$ cat config.mk
export PLATFORM = sky130hd
export DESIGN_NAME = fsd_parse
export DESIGN_NICKNAME = d
export VERILOG_FILES = /design/src/rtl/fsd_pkg.sv /design/src/rtl/fsd_parse.sv
export SDC_FILE = /design/constraint.sdc
export NUM_CORES = 1
export LEC_CHECK = 0
export BUFFER_PORTS_ARGS = -buffer_cell sky130_fd_sc_hd__buf_2
export CORE_MARGIN = 8
export CORE_UTILIZATION = 30
export CTS_CLUSTER_DIAMETER = 100
export DETAILED_ROUTE_END_ITERATION = 8
export SYNTH_ARGS = -nofsm -noshare
export SYNTH_HDL_FRONTEND = slang
export SYNTH_SLANG_ARGS = --single-unit
$ cat constraint.sdc
create_clock -name clk -period 7.7 [get_ports clk]
set_input_delay 1.54 -clock clk [delete_from_list [all_inputs] [get_ports clk]]
set_output_delay 1.54 -clock clk [all_outputs]
set_load 0.02 [all_outputs]
$ cat src/rtl/fsd_pkg.sv
// Shared types, constants and helpers for the FASTA stream deframer.
// Used by fsd_hist, fsd_parse, fsd_outq and fasta_stream_deframer.
// No dependencies.
package fsd_pkg;

  // Field widths
  localparam int BYTE_W = 8;
  localparam int KIND_W = 3;
  localparam int REC_W  = 32;
  localparam int POS_W  = 40;
  localparam int CNT_W  = 32;
  localparam int HLEN_W = 14;
  localparam int MAX_RES = 3;
  localparam int RES_CNT_W = 2;

  // Histogram geometry
  localparam int ALPHABET_SIZE = 256;

  // Behavior constants
  localparam logic [HLEN_W-1:0] HEADER_MAX    = HLEN_W'(8192);
  localparam logic [BYTE_W-1:0] BORDER_SYMBOL = 8'd36;

  // Characters
  localparam logic [BYTE_W-1:0] CH_GT    = 8'h3E;
  localparam logic [BYTE_W-1:0] CH_NL    = 8'h0A;
  localparam logic [BYTE_W-1:0] CH_NUL   = 8'h00;
  localparam logic [BYTE_W-1:0] PRINT_LO = 8'h20;
  localparam logic [BYTE_W-1:0] PRINT_HI = 8'h7E;

  // Result kinds
  localparam logic [KIND_W-1:0] KIND_SEQ     = 3'd0;
  localparam logic [KIND_W-1:0] KIND_BORDER  = 3'd1;
  localparam logic [KIND_W-1:0] KIND_ZERO    = 3'd2;
  localparam logic [KIND_W-1:0] KIND_HDR     = 3'd3;
  localparam logic [KIND_W-1:0] KIND_HDR_END = 3'd4;

  // Saturation limits
  localparam logic [POS_W-1:0] POS_MAX = {POS_W{1'b1}};
  localparam logic [REC_W-1:0] REC_MAX = {REC_W{1'b1}};
  localparam logic [CNT_W-1:0] CNT_MAX = {CNT_W{1'b1}};

  typedef struct packed {
    logic [BYTE_W-1:0] in_byte;
    logic              end_of_input;
  } in_item_t;

  typedef struct packed {
    logic [BYTE_W-1:0] out_byte;
    logic [KIND_W-1:0] out_kind;
    logic [REC_W-1:0]  record_number;
    logic [POS_W-1:0]  position;
    logic [CNT_W-1:0]  symbol_count;
    logic              last;
  } out_item_t;

  // All results caused by one input item
  typedef struct packed {
    logic [RES_CNT_W-1:0]      cnt;
    out_item_t [MAX_RES-1:0]   item;
  } res_set_t;

  // Histogram write port
  typedef struct packed {
    logic              en;
    logic [BYTE_W-1:0] addr;
    logic [CNT_W-1:0]  data;
  } hist_wr_t;

  function automatic out_item_t mk_res(logic [BYTE_W-1:0] b, logic [KIND_W-1:0] k,
                                       logic [REC_W-1:0] rec, logic [POS_W-1:0] pos,
                                       logic [CNT_W-1:0] cnt);
    out_item_t r;
    r.out_byte      = b;
    r.out_kind      = k;
    r.record_number = rec;
    r.position      = pos;
    r.symbol_count  = cnt;
    r.last          = 1'b0;
    return r;
  endfunction

endpackage

$ cat src/rtl/fsd_parse.sv
// Record parser: header/sequence state, counters and result building
// for the item in the work stage. Depends on fsd_pkg.
module fsd_parse
  import fsd_pkg::*;
(
  input  logic             clk,
  input  logic             rst_n,
  input  in_item_t         s1_item,
  input  logic             s1_go,
  input  logic [CNT_W-1:0] hist_base,
  output res_set_t         res,
  output hist_wr_t         hist_wr
);

  logic              ho_r, ho_nxt;
  logic [REC_W-1:0]  rs_r, rs_nxt;
  logic [POS_W-1:0]  sl_r, sl_nxt;
  logic [HLEN_W-1:0] hl_r, hl_nxt;

  logic [BYTE_W-1:0] b;
  logic              is_gt, is_nl, printable, ho_eff, pre, t_v, seq;
  logic [HLEN_W-1:0] hl_eff;
  logic [POS_W-1:0]  sl1, sl2;
  logic [REC_W-1:0]  rs_inc;
  logic [CNT_W-1:0]  cnt_inc;
  out_item_t         t_item;

  // Next-state and result decode
  always_comb begin
    b         = s1_item.in_byte;
    is_gt     = (b == CH_GT);
    is_nl     = (b == CH_NL);
    printable = (b >= PRINT_LO) && (b <= PRINT_HI);
    sl1       = (sl_r == POS_MAX) ? sl_r : sl_r + POS_W'(1);
    sl2       = (sl_r >= POS_MAX - POS_W'(1)) ? POS_MAX : sl_r + POS_W'(2);
    rs_inc    = (rs_r == REC_MAX) ? rs_r : rs_r + REC_W'(1);
    cnt_inc   = (hist_base == CNT_MAX) ? hist_base : hist_base + CNT_W'(1);

    ho_nxt = ho_r;
    rs_nxt = rs_r;
    sl_nxt = sl_r;
    hl_nxt = hl_r;
    res    = '0;
    seq    = 1'b0;
    t_v    = 1'b0;
    t_item = '0;
    ho_eff = 1'b0;
    hl_eff = hl_r;
    pre    = 1'b0;

    if (s1_item.end_of_input) begin
      // End marker: final border only
      res.item[0] = mk_res(BORDER_SYMBOL, KIND_BORDER, rs_r, sl_r, '0);
      res.cnt     = RES_CNT_W'(1);
      sl_nxt      = sl1;
    end else begin
      ho_eff = ho_r | is_gt;
      hl_eff = is_gt ? '0 : hl_r;
      pre    = is_gt && (rs_r != '0);
      rs_nxt = is_gt ? rs_inc : rs_r;
      ho_nxt = ho_eff;
      hl_nxt = hl_eff;

      if (ho_eff) begin
        if (is_nl) begin
          ho_nxt = 1'b0;
          t_v    = 1'b1;
          t_item = mk_res(CH_NUL, KIND_HDR_END, rs_nxt, '0, '0);
        end else if ((hl_eff < HEADER_MAX) && printable) begin
          hl_nxt = hl_eff + HLEN_W'(1);
          t_v    = 1'b1;
          t_item = mk_res(b, KIND_HDR, rs_nxt, '0, '0);
        end
      end else if (!is_nl) begin
        seq    = 1'b1;
        t_v    = 1'b1;
        t_item = mk_res(b, KIND_SEQ, rs_nxt, sl_r, cnt_inc);
        sl_nxt = sl1;
      end

      // A new record after an earlier one is preceded by border and separator
      if (pre) begin
        res.item[0] = mk_res(BORDER_SYMBOL, KIND_BORDER, rs_nxt, sl_r, '0);
        res.item[1] = mk_res(CH_NUL, KIND_ZERO, rs_nxt, sl1, '0);
        res.item[2] = t_item;
        res.cnt     = t_v ? RES_CNT_W'(3) : RES_CNT_W'(2);
        sl_nxt      = sl2;
      end else begin
        res.item[0] = t_item;
        res.cnt     = RES_CNT_W'(t_v);
      end
    end

    hist_wr.en   = s1_go && seq;
    hist_wr.addr = b;
    hist_wr.data = cnt_inc;
  end

  // State registers
  always_ff @(posedge clk) begin
    if (!rst_n) begin
      ho_r <= 1'b0;
      rs_r <= '0;
      sl_r <= '0;
      hl_r <= '0;
    end else if (s1_go) begin
      ho_r <= ho_nxt;
      rs_r <= rs_nxt;
      sl_r <= sl_nxt;
      hl_r <= hl_nxt;
    end
  end

  a_hl_bounded: assert property (@(posedge clk) disable iff (!rst_n)
    hl_r <= HEADER_MAX)
    else $error("header length ran past its limit");

  a_store_monotonic: assert property (@(posedge clk) disable iff (!rst_n)
    s1_go |=> sl_r >= $past(sl_r))
    else $error("store position went backward");

endmodule

==> results of run 1 <==
==> logic make-up (layout without fill, tap and decap cells) <==
group                    Yosys count  in the layout  share of synthesized area
flip-flops                        87             87                      0.180
AND/OR/NAND/NOR                  685            685                      0.357
multiplexers                       3              3                    0.00324
other                              1            121                   0.000388
buffers and inverters            275            370                      0.164
XOR/XNOR                         126            126                      0.114
AO/OA/AOI/OAI                    249            249                      0.172
adder cells (fa/ha/maj)            7              7                    0.00906
==> report_power, final <==
part	internal (mW)	switching (mW)
sequential	0.460	0.0220
combinational	0.0730	0.207
clock	0.266	0.210
==> layout make-up <==
| cell class | count | area share |
|---|---|---|
| flip-flops and latches | 87 | 0.156 |
| inverters | 28 | 0.00944 |
| multi-input cells | 1191 | 0.611 |
| repair buffers | 326 | 0.149 |
| clock buffers | 10 | 0.0215 |
| clock inverters | 6 | 0.00674 |
| well taps | 402 | 0.0452 |
==> layer usage <==
layer | wire length [um] | vias up
li1 | - | 5131
met1 | 15200 | 5023
met2 | 19100 | 571
met3 | 3400 | 61
met4 | 807 | 0
met5 | 0 | -
==> per-stage QoR <==
step | hold WS, ns | total power, mW | cell area [um2]
floorplan | 0.442 | 0.728 | 10100
global placement | 0.461 | 0.766 | 10800
detailed placement | 0.470 | 0.767 | 10800
CTS | 0.480 | 1.24 | 11100
global route | 0.504 | 1.29 | 11100
finish | 0.481 | 1.24 | 11100
==> flip-flops by register name (all words and copies together), names as in the netlist <==
name / flops
hl_r: 14
ho_r: 1
sl_r: 40
rs_r: 32
==> final timing paths <==
check | start | end | depth (start not counted) | slack, ns
max reg2reg | rs_r[0] | sl_r[9] | 9 | 4.13
min | hl_r[6] | hl_r[6] | 1 | 0.48
min reg2reg | hl_r[6] | hl_r[6] | 1 | 0.48
max | s1_item[7] | res[90] | 9 | 1.29
==> layout by cell type (no fill, tap or decap), types with 6 or more instances in the layout <==
cell type and count:
nand4_1 41, or4_1 7, or3_1 24, nor3_1 25
and4_1 18, o21ai_0 62, xnor2_1 60, a311oi_1 9
o31ai_1 23, nor2_1 207, conb_1 121, buf_4 13
inv_1 27, and3_1 29, a221oi_1 6, buf_2 313
nand3_1 60, a21oi_1 59, o221a_2 11, o22ai_1 7
xor2_1 66, ha_1 7, dfxtp_1 87, clkbuf_16 9
a21o_1 8, a31oi_1 18, nor2b_1 67, nand2_1 140
nor4_1 18, and2_1 15
==> results.yml, run 1 <==
yosys:
  syn_inst: 1433
  yosys.cell_count.top_type: "nor2_1"
  yosysWarningCount: 0
  async_flop_share: 0
  ys_types: 73
  synth_edf_count: 0
  yosysSeqAreaShare: 0.180
  synth_top_area_frac: 0.180
  ys_seq_elements: 87
  synth_commonest_cells: "207 x nor2_1, 140 x nand2_1, 134 x buf_4, 87 x dfxtp_1, 78 x clkbuf_1"
  syn-cell-area_um2: 9670
  synth_area_leaders: "dfxtp_1 18%, buf_4 10%, nor2_1 8.0%"
  yosysTopAreaCell: "dfxtp_1"
  syn_avg_cell_area_um2: 6.75
  ys.flop_type: "dfxtp_1"
sta:
  fin_worst_skew_ns: 0.0172
  finalSetupViolCount: 0
  relSlewSlack: 0.246
  report.final.hold_viol_count: 0
  drv_slew: 0
  timing.final.ws_setup_ns: 1.29
  fmaxAchievable_ghz: 0.156
  final.min_clock_period_ns: 6.41
  tns_ns: 0
  worst_pin_slew_ns: 1.13
  min_period_over_period: 0.833
  rsz0062_at_grt: "false"
floorplanning:
  rows: 65
  core_area_um2: 31600
  die-height_um: 196
  dieArea_um2: 38200
  num_io_pins: 435
  initial_core_util: 0.306
  dieWidth_um: 196
clock_network:
  cts_hold_buf: 0
  cts_setup_buffers: 0
  clock_latency_ns: 0.36
  clkTransAtPathRegs_ns: 0.06
  cts_num_sinks: 87
  clock_path_buffers: 2
  cts_tree: "built"
  cts_buffers: 9
  cts-root-buf: "clkbuf_16"
  htreeDepth: 3
  ctsResizeCount: 0
cells_and_area:
  layout.nets: 1694
  drive_above_1_share: 0.232
  area_delta_synth_final_pct: 15.2
  finalNonFillerCells: 2050
  fill_cells: 3446
  antenna_cells: 0
  seq_area_um2: 1740
  multiInputGateArea_um2: 6810
  final_util: 0.352
critical_path:
  path_class: "input pin to primary output"
  cp_top_family: "simple AND/OR/NAND/NOR gates"
  worstPathRequired_ns: 6.16
  worstSetupStartpointType: "input pin"
  cpPeakStageDelay_ns: 0.58
  path_max_fanout: 24
  end_kind: "primary output"
  worst_path_max_delay_cell: "or3_1"
  arrival_ns: 4.87
  crit_chain: "buf_2 -> or3_1 -> or3_1 -> a21oi_2 -> or3_1 -> nand2_1 -> or3_1 -> o21ai_0 -> buf_2"
  path_buf_inv: 2
  cpMostUsedCell: "or3_1"
placement:
  dp.cells: 2034
  place.gp.congestion: 0.927
  pre_cts_slack_ns: 1.31
  portBuffers: 313
  hpwlAfterDp_um: 30300
drt:
  postRouteAntennaNets: 0
  drt_wl_total_um: 38500
  wire_per_inst_um: 18.8
  first_pass_iters: 6
  drc_errors: 0
  drt_iter0_drc: 877
  via_per_inst: 5.26
  num_vias: 10800
global_route:
  top_usage_layer: "met2"
  grt_pass1_vias: 10200
  met1_usage: 0.218
  grt_pass1_wl_um: 58600
  grt_usage: 0.188
  grt_max_degree: 71
  overflow: 0
  grtUsageMet2: 0.336
  met3_usage: 0.0461
  antenna_found_initial: 1
power_and_ir_drop:
  p_leak_nw: 4.76
  power_density_nw_per_um2: 111
  vdd_drop_max_mv: 0.112
outcome:
  outcome: "completed"
run:
  drv_cap: 0
hold_path:
  min_path_type: "flop to flop"
Power figures use the tool's default switching activity.
==> run 2, diff against run 1 <==
--- a/config.mk
+++ b/config.mk
@@ -5,6 +5,7 @@
 export SDC_FILE = /design/constraint.sdc
 export NUM_CORES = 1
 export LEC_CHECK = 0
+export ABC_AREA = 1
 export BUFFER_PORTS_ARGS = -buffer_cell sky130_fd_sc_hd__buf_2
 export CORE_MARGIN = 8
 export CORE_UTILIZATION = 30
==> constraint.sdc (replaced) <==
create_clock -name clk -period 5.39 [get_ports clk]
set_input_delay 1.078 -clock clk [delete_from_list [all_inputs] [get_ports clk]]
set_output_delay 1.078 -clock clk [all_outputs]
set_load 0.02 [all_outputs]
==> results.yml, run 2 <==
outcome:
  outcome: "completed"
drt:
  first_pass_iters: 5
  wire_per_inst_um: 17.1
  postRouteAntennaNets: 0
  drc_errors: 0
  via_per_inst: 4.85
  num_vias: 13100
  drt_iter0_drc: 895
  drt_wl_total_um: 46100
floorplanning:
  dieArea_um2: 42900
  initial_core_util: 0.302
  die-height_um: 207
  dieWidth_um: 207
  core_area_um2: 36300
  rows: 70
  num_io_pins: 435
power_and_ir_drop:
  power_density_nw_per_um2: 167
  comb_power_share: 0.271
  p_int_mw: 1.32
  seq_power_share: 0.342
  vdd_drop_max_mv: 0.136
  power_switching_uw: 789
  p_leak_nw: 6.34
  power_frac_clock: 0.387
  swShare: 0.374
cells_and_area:
  layout.nets: 2274
  antenna_cells: 0
  final_cell_mix: "519 x nand2_1, 340 x nor2_1, 313 x buf_2"
  area_delta_synth_final_pct: 15.4
  largest_reg_flops: 40
  reg.largest.list: "sl_r: 40 flops, rs_r: 32 flops, hl_r: 14 flops"
  largest-register: "sl_r"
  layout_commonest_cell: "nand2_1"
  final_util: 0.349
  finalNonFillerCells: 2696
  fill_cells: 4158
  drive_above_1_share: 0.193
yosys:
  yosys.cell_count.top_type: "nand2_1"
  yosysWarningCount: 0
  synth_edf_count: 0
  muxShareOfSynthArea: 0
  async_flop_share: 0
  synth-simple-area-share: 0.450
  synth_compound_area_frac: 0.110
  syn-cell-area_um2: 11000
  ys_seq_elements: 87
  synth_top_area_frac: 0.178
  syn_inst: 1970
  synth_commonest_cells: "519 x nand2_1, 340 x nor2_1, 213 x inv_1, 133 x buf_4, 118 x nand3_1"
  yosysTopAreaCell: "nand2_1"
  ys.flop_type: "dfxtp_1"
  yosysSeqAreaShare: 0.159
  synth_top_family_by_area: "simple AND/OR/NAND/NOR gates"
  synthXorXnorAreaFrac: 0.0682
  ys_types: 45
  synthAdderAreaFrac: 0.00799
  synth_area_leaders: "nand2_1 18%, dfxtp_1 16%, nor2_1 12%"
  syn_avg_cell_area_um2: 5.56
clock_network:
  cts_hold_buf: 0
  cts-root-buf: "clkbuf_16"
  clkTransAtPathRegs_ns: 0.07
  clock_latency_ns: 0.37
  clock_path_buffers: 2
  cts_tree: "built"
  cts_num_sinks: 87
  cts_buffers: 9
  cts_setup_buffers: 0
  ctsResizeCount: 0
  htreeDepth: 3
sta:
  fmaxAchievable_ghz: 0.222
  drv_slew: 0
  fin_worst_skew_ns: 0.00806
  report.final.hold_viol_count: 0
  min_period_over_period: 0.834
  final.min_clock_period_ns: 4.50
  rsz0062_at_grt: "false"
  worst_pin_slew_ns: 0.921
  relSlewSlack: 0.384
  whs_ns: 0.469
  tns_ns: 0
  finalSetupViolCount: 0
critical_path:
  end_kind: "primary output"
  path_class: "input pin to primary output"
  crit_chain: "buf_2 -> nor2_1 -> nand3_4 -> inv_2 -> nand3_4 -> inv_1 -> o21ai_0 -> inv_1 -> buf_2"
  path_buf_inv: 5
  path_max_fanout: 24
  arrival_ns: 3.42
  worstSetupStartpointType: "input pin"
  cpPeakStageDelay_ns: 0.62
  cp_top_family: "buffers and inverters"
  worst_path_max_delay_cell: "inv_1"
  worstPathRequired_ns: 4.31
global_route:
  grt_usage: 0.205
  overflow: 0
  grt_pass1_wl_um: 72300
  antenna_found_initial: 2
  grt_max_degree: 129
  grt_pass1_vias: 12800
run:
  drv_cap: 0
placement:
  place.gp.congestion: 0.945
  hpwlAfterDp_um: 36600
  dp.cells: 2680
  portBuffers: 313
hold_path:
  min_path_type: "flop to flop"
==> run 2: per-stage QoR <==
stage / area (um2) / power, mW / worst slack [ns]
after global routing: 12700 / 2.21 / 0.672
after floorplan: 11400 / 1.18 / 1.48
after CTS: 12700 / 2.12 / 0.779
final: 12700 / 2.11 / 0.895
after detailed placement: 12300 / 1.30 / 0.789
after global placement: 12300 / 1.30 / 0.849
==> run 2: per-layer routing <==
metal  vias to the layer above  track usage  wire (um)
li1                       6448            -          -
met1                      6048        0.258      20200
met2                       510        0.352      21700
met3                        55       0.0433       3250
met4                         4       0.0545        867
met5                         -            0         22
==> run 2: layout make-up <==
| cell class | instances | area (um2) | area share |
|---|---|---|---|
| clock inverters | 7 | 145 | 0.0115 |
| flip-flops and latches | 87 | 1740 | 0.138 |
| well taps | 468 | 586 | 0.0463 |
| inverters | 224 | 843 | 0.0667 |
| multi-input cells | 1574 | 7430 | 0.587 |
| repair buffers | 327 | 1680 | 0.133 |
| clock buffers | 9 | 225 | 0.0178 |
==> run 2: kinds of logic (layout without fill, tap and decap cells) <==
family | after synthesis | after routing
and+or+nand+nor | 1137 | 1137
DFF | 87 | 87
AOI/OAI and AO/OA | 227 | 227
xor gates and xnor gates | 82 | 82
adders and majority gates | 7 | 7
other | 1 | 121
buffers and inverters | 429 | 567
==> run 2: path summary, 6_finish.rpt <==
kind	startpoint	to	slack, ns	cells past startpoint
worst max-delay path	s1_item[7]	res[173]	0.89	9
worst min-delay path	hl_r[1]	hl_r[1]	0.47	2
worst max register to register	sl_r[1]	sl_r[17]	2.51	13
worst min register to register	hl_r[1]	hl_r[1]	0.47	2
==> run 2: worst register-to-register path: stages, from the launching register on <==
cell and delay [ns]:
dfxtp_1 0.61, ha_1 0.41, inv_1 0.16, nor2_4 0.26, nand2_2 0.13, nor2_4 0.17, nand3_4 0.08, buf_4 0.31
nand2_1 0.24, nand2_1 0.07, nand2_1 0.10, nand2_1 0.06, a21oi_1 0.14, nor2_1 0.05
==> run 2: power groups by stage <==
| stage | Sequential [mW] | Clock, mW | Combinational [mW] |
|---|---|---|---|
| final | 0.721 | 0.816 | 0.572 |
| after global routing | 0.725 | 0.855 | 0.626 |
| after CTS | 0.719 | 0.831 | 0.570 |
| after detailed placement | 0.733 | 0 | 0.568 |
| after global placement | 0.733 | 0 | 0.567 |
| after floorplan | 0.714 | 0 | 0.464 |
